<file path="config.mk">
export PLATFORM = sky130hd
export DESIGN_NAME = c8_front
export DESIGN_NICKNAME = d
export VERILOG_FILES = /design/src/hw/rtl/c8_pkg.sv /design/src/hw/rtl/c8_front.sv
export SDC_FILE = /design/constraint.sdc
export NUM_CORES = 1
export LEC_CHECK = 0
export BUFFER_PORTS_ARGS = -buffer_cell sky130_fd_sc_hd__buf_4
export CAP_MARGIN = 20
export CORE_AREA = 2 2 74 104
export CTS_BUF_LIST = sky130_fd_sc_hd__clkbuf_4 sky130_fd_sc_hd__clkbuf_8
export CTS_CLUSTER_SIZE = 16
export DETAILED_ROUTE_END_ITERATION = 16
export DIE_AREA = 0 0 76 106
export GPL_TIMING_DRIVEN = 0
export PLACE_DENSITY_LB_ADDON = 0.05
export REMOVE_ABC_BUFFERS = 1
export SLEW_MARGIN = 20
export SYNTH_ARGS = -nofsm -noshare
export SYNTH_HDL_FRONTEND = slang
export SYNTH_SLANG_ARGS = --single-unit
</file>
<file path="constraint.sdc">
create_clock -name clk -period 3.5 [get_ports clk]
set_input_delay 0 -clock clk [delete_from_list [all_inputs] [get_ports clk]]
set_output_delay 0 -clock clk [all_outputs]
set_load 0.005 [all_outputs]
</file>
<file path="src/hw/rtl/c8_pkg.sv">
// ----------------------------------------------------------------------------
// c8_pkg: shared types and constants of the CHIP-8 instruction core
// Beat structs, action codes, back-end state encoding and the font table.
// ----------------------------------------------------------------------------
package c8_pkg;

  localparam int MemBytes   = 4096;
  localparam int MemAw      = $clog2(MemBytes);
  localparam int StackDepth = 16;
  localparam int SpW        = 5;
  localparam int ScrRows    = 32;
  localparam logic [11:0] ProgStart = 12'h200;
  localparam int FontBytes  = 80;

  typedef enum logic [1:0] {
    ACT_WRITE = 2'd0,
    ACT_EXEC  = 2'd1,
    ACT_ROW   = 2'd2,
    ACT_NONE  = 2'd3
  } act_t;

  typedef struct packed {
    logic [1:0]  action;
    logic [11:0] address;
    logic [7:0]  data_byte;
    logic [15:0] key_mask;
    logic [7:0]  random_byte;
  } in_beat_t;

  typedef struct packed {
    logic [11:0] program_counter;
    logic [15:0] executed_opcode;
    logic        draw_flag;
    logic        waiting_key;
    logic        sound_on;
    logic        stack_fault;
    logic [63:0] display_row;
  } out_beat_t;

  typedef enum logic [3:0] {
    ST_IDLE,
    ST_CLEAR,
    ST_FETCH_HI,
    ST_FETCH_LO,
    ST_FETCH_WT,
    ST_EXEC,
    ST_FB_CLR,
    ST_STACK_RD,
    ST_DRAW_RD,
    ST_DRAW_WR,
    ST_BCD,
    ST_STORE,
    ST_LOAD_RD,
    ST_LOAD_WR,
    ST_DONE
  } be_state_t;

  function automatic logic [7:0] font_byte(input logic [6:0] idx);
    logic [7:0] f;
    case (idx)
      7'd0: f = 8'hF0;  7'd1: f = 8'h90;  7'd2: f = 8'h90;  7'd3: f = 8'h90;
      7'd4: f = 8'hF0;  7'd5: f = 8'h20;  7'd6: f = 8'h60;  7'd7: f = 8'h20;
      7'd8: f = 8'h20;  7'd9: f = 8'h70;  7'd10: f = 8'hF0; 7'd11: f = 8'h10;
      7'd12: f = 8'hF0; 7'd13: f = 8'h80; 7'd14: f = 8'hF0; 7'd15: f = 8'hF0;
      7'd16: f = 8'h10; 7'd17: f = 8'hF0; 7'd18: f = 8'h10; 7'd19: f = 8'hF0;
      7'd20: f = 8'h90; 7'd21: f = 8'h90; 7'd22: f = 8'hF0; 7'd23: f = 8'h10;
      7'd24: f = 8'h10; 7'd25: f = 8'hF0; 7'd26: f = 8'h80; 7'd27: f = 8'hF0;
      7'd28: f = 8'h10; 7'd29: f = 8'hF0; 7'd30: f = 8'hF0; 7'd31: f = 8'h80;
      7'd32: f = 8'hF0; 7'd33: f = 8'h90; 7'd34: f = 8'hF0; 7'd35: f = 8'hF0;
      7'd36: f = 8'h10; 7'd37: f = 8'h20; 7'd38: f = 8'h40; 7'd39: f = 8'h40;
      7'd40: f = 8'hF0; 7'd41: f = 8'h90; 7'd42: f = 8'hF0; 7'd43: f = 8'h90;
      7'd44: f = 8'hF0; 7'd45: f = 8'hF0; 7'd46: f = 8'h90; 7'd47: f = 8'hF0;
      7'd48: f = 8'h10; 7'd49: f = 8'hF0; 7'd50: f = 8'hF0; 7'd51: f = 8'h90;
      7'd52: f = 8'hF0; 7'd53: f = 8'h90; 7'd54: f = 8'h90; 7'd55: f = 8'hE0;
      7'd56: f = 8'h90; 7'd57: f = 8'hE0; 7'd58: f = 8'h90; 7'd59: f = 8'hE0;
      7'd60: f = 8'hF0; 7'd61: f = 8'h80; 7'd62: f = 8'h80; 7'd63: f = 8'h80;
      7'd64: f = 8'hF0; 7'd65: f = 8'hE0; 7'd66: f = 8'h90; 7'd67: f = 8'h90;
      7'd68: f = 8'h90; 7'd69: f = 8'hE0; 7'd70: f = 8'hF0; 7'd71: f = 8'h80;
      7'd72: f = 8'hF0; 7'd73: f = 8'h80; 7'd74: f = 8'hF0; 7'd75: f = 8'hF0;
      7'd76: f = 8'h80; 7'd77: f = 8'hF0; 7'd78: f = 8'h80; 7'd79: f = 8'h80;
      default: f = 8'h00;
    endcase
    return f;
  endfunction

endpackage

</file>
<file path="src/hw/rtl/c8_front.sv">
// ----------------------------------------------------------------------------
// c8_front: command intake and two-entry beat queue
// Takes command beats while the queue has room and hands them to the back end.
// ----------------------------------------------------------------------------
module c8_front (
  input  logic              clk,
  input  logic              rst_n,
  input  logic              start,
  output logic              busy,
  input  c8_pkg::in_beat_t  in_beat,
  output logic              q_valid,
  output c8_pkg::in_beat_t  q_beat,
  input  logic              q_pop
);
  import c8_pkg::*;

  in_beat_t   slot_r [2];
  logic [1:0] cnt_r, cnt_nxt;
  logic       rd_r, rd_nxt;
  logic       wr_r, wr_nxt;
  logic       push;

  assign busy    = (cnt_r == 2'd2);
  assign push    = start && !busy;
  assign q_valid = (cnt_r != 2'd0);
  assign q_beat  = slot_r[rd_r];

  // occupancy and pointers
  always_comb begin
    cnt_nxt = cnt_r + {1'b0, push} - {1'b0, q_pop};
    rd_nxt  = q_pop ? ~rd_r : rd_r;
    wr_nxt  = push ? ~wr_r : wr_r;
  end

  always_ff @(posedge clk) begin
    if (!rst_n) begin
      cnt_r <= '0;
      rd_r  <= 1'b0;
      wr_r  <= 1'b0;
    end else begin
      cnt_r <= cnt_nxt;
      rd_r  <= rd_nxt;
      wr_r  <= wr_nxt;
    end
  end

  // payload slots
  always_ff @(posedge clk) begin
    if (push) slot_r[wr_r] <= in_beat;
  end

endmodule

</file>
==> out/metrics.csv <==
metric,value,unit
result of the run,completed,
floorplan die area,0.00806,mm2
setup repair after global routing missed its margin,false,
Mapped Avg Cell Area,22.5,um2
filler cell count,467,
area taken by flip-flops and latches,0.00287,mm2
share of final-layout standard cells stronger than drive strength 1,0.505,
Clock Pin Slew Worst Setup and Hold Paths,80,ps
first-pass detailed-route iteration total,4,
Area contributors post-synth,"edfxtp_1, mux2_4, dfxtp_1",
Final Hold Fails,0,
Finish-stage setup viols,0,
"buffers from clock root to sink, at most",2,
utilization after layout,0.735,
count of unique library cells instantiated by Yosys,17,
DRC viols,0,
DRC violation total after the first TritonRoute iteration,152,
worst-path fanout max,18,
multi-input gate area in the final layout,803,um2
worst min-delay path category,in -> reg,
routability congestion estimate,0.663,
clock tree from TritonCTS,done,
number of antenna violations at the first check in global routing,0,
largest net degree at the start of global routing,47,
core footprint,0.00718,mm2
"Remaining Overflow, GRT",0,
total via count after detailed routing,1998,
"Worst Path Class, Setup",reg -> reg,
chip width,76,um
power after layout,0.00281,W
leakage,2.10,nW
worst endpoint required time,3560,ps
CTS sink count,97,
wire length per cell,14.7,um
aggregate routed wire length,6.22,mm
Final period util,0.510,
HPWL Detailed,3.79,mm
Overall Global Routing Usage,0.164,
initial core utilization,0.523,
number of buffers created by CTS,9,
IO Port Bufs,97,
total count of max-transition violations in the final report,0,
"most common cell after layout, fill and taps aside",buf_4,
sort of element at the start of the critical path,flop,
upper clock frequency limit,0.560,GHz
count of mapped cells out of synthesis,167,
Worst Max-Slew Pin Slew,655,ps
Setup TNS,0,ps
area share of the leading cell type in the synthesized netlist,0.736,
post-synthesis cell area,0.00375,mm2
sequential share of the synthesized area,0.763,
final critical delay including setup and external delays,1790,ps
synth-to-layout area growth,40.5,%
Antenna Violating Nets Remaining,0,
nets@finish,374,
H-tree depth,3,
number of synthesis warnings,0,
via count of the first global-routing pass,2088,
vias per cell,4.71,
power density of the placed cells,533,mW/mm2
Final Skew,6.77,ps
max-cap viol count,0,
global-route wire length before repair,9.82,mm
most area-hungry cell type in the Yosys netlist,edfxtp_1,
Max-slew headroom,0.564,
number of antenna repair diodes,0,
Die H,106,um
root cell of the clock tree,clkbuf_8,
crit path DAT,1850,ps
CP endpoint kind,flop,
worst vdd ir,0.385,mV
number of top-level design ports,98,
number of synthesized register bits,97,
Skew-Pair Late Insertion Delay,350,ps
placement row count,37,
"commonest non-fill, non-tap cells in the layout","buf_4, edfxtp_1, dlygate4sd3_1, mux2_4, clkbuf_8",
[cell usage after synthesis]
library cell and count:
xnor2_1 2, dfxtp_1 5, nand2b_1 2, and2_1 4, mux2_4 40, or2_2 1, nand2_1 2, mux2_2 6
ha_1 2, mux2i_1 1, buf_12 4, nor2_1 1, xor2_1 1, buf_6 1, inv_1 2, and3_1 1
edfxtp_1 92
[final cells by class]
| cell class | instances | area share |
|---|---|---|
| clock buffers | 12 | 0.0290 |
| clock inverters | 4 | 0.00356 |
| repair buffers | 149 | 0.247 |
| inverters | 2 | 0.00142 |
| multi-input cells | 63 | 0.152 |
| flip-flops and latches | 97 | 0.544 |
| well taps | 97 | 0.0230 |
[state kept, by name, summed over array words and instances, names as in the netlist, named ones only]
signal / cells
slot_r: 92
cnt_r: 2
rd_r: 1
wr_r: 1
[power by group]
group          switching, W  internal, W  leakage [nW]
registers         0.0000546      0.00147         0.900
logic              0.000250     0.000409          1.11
clock network      0.000341     0.000288        0.0944
[critical path, stage by stage (launching register included)]
cell,delay (ps)
dfxtp_1,350
nand2b_1,150
nand2_1,140
nor2_4,450
buf_16,220
buf_16,170
[final timing paths]
path,startpoint,endpoint,slack [ps],cells past startpoint
max,cnt_r[0],slot_r[0][28],1710,5
min,start,wr_r,40,3
max reg2reg,cnt_r[0],slot_r[0][28],1710,5
min reg2reg,wr_r,wr_r,540,2
[cell families (layout without fill, tap and decap cells)]
| logic type | Yosys count | in the layout | share of synthesized area |
|---|---|---|---|
| mux | 47 | 47 | 0.181 |
| xor+xnor | 3 | 3 | 0.00700 |
| fa+ha+maj | 2 | 2 | 0.00667 |
| simple gates | 11 | 11 | 0.0163 |
| flops | 97 | 97 | 0.763 |
| buf+inv | 7 | 167 | 0.0263 |
[per-layer routing]
metal	track usage	wire length [um]	up-vias
met3	0.0357	286	11
met5	0	0	-
met4	0.101	163	0
met2	0.279	3250	60
met1	0.190	2520	975
li1	-	-	952
[stage by stage]
stage | instances | setup slack, ps | hold slack [ps] | instance area (um2)
2_1_floorplan | 162 | 562 | 98.9 | 3660
3_3_place_gp | 356 | -636 | 185 | 4510
3_5_place_dp | 359 | 1690 | 188 | 4610
4_1_cts | 424 | 1670 | 11.9 | 5270
5_1_grt | 424 | 1580 | 41.2 | 5270
6_report | 424 | 1710 | 38.1 | 5270
[timing repair]
item	CTS	global route
endpoints found under the hold margin	97	0
hold buffers	49	0
resized for setup	0	0
buffers inserted	0	0
(Power assumes the default switching activity.)
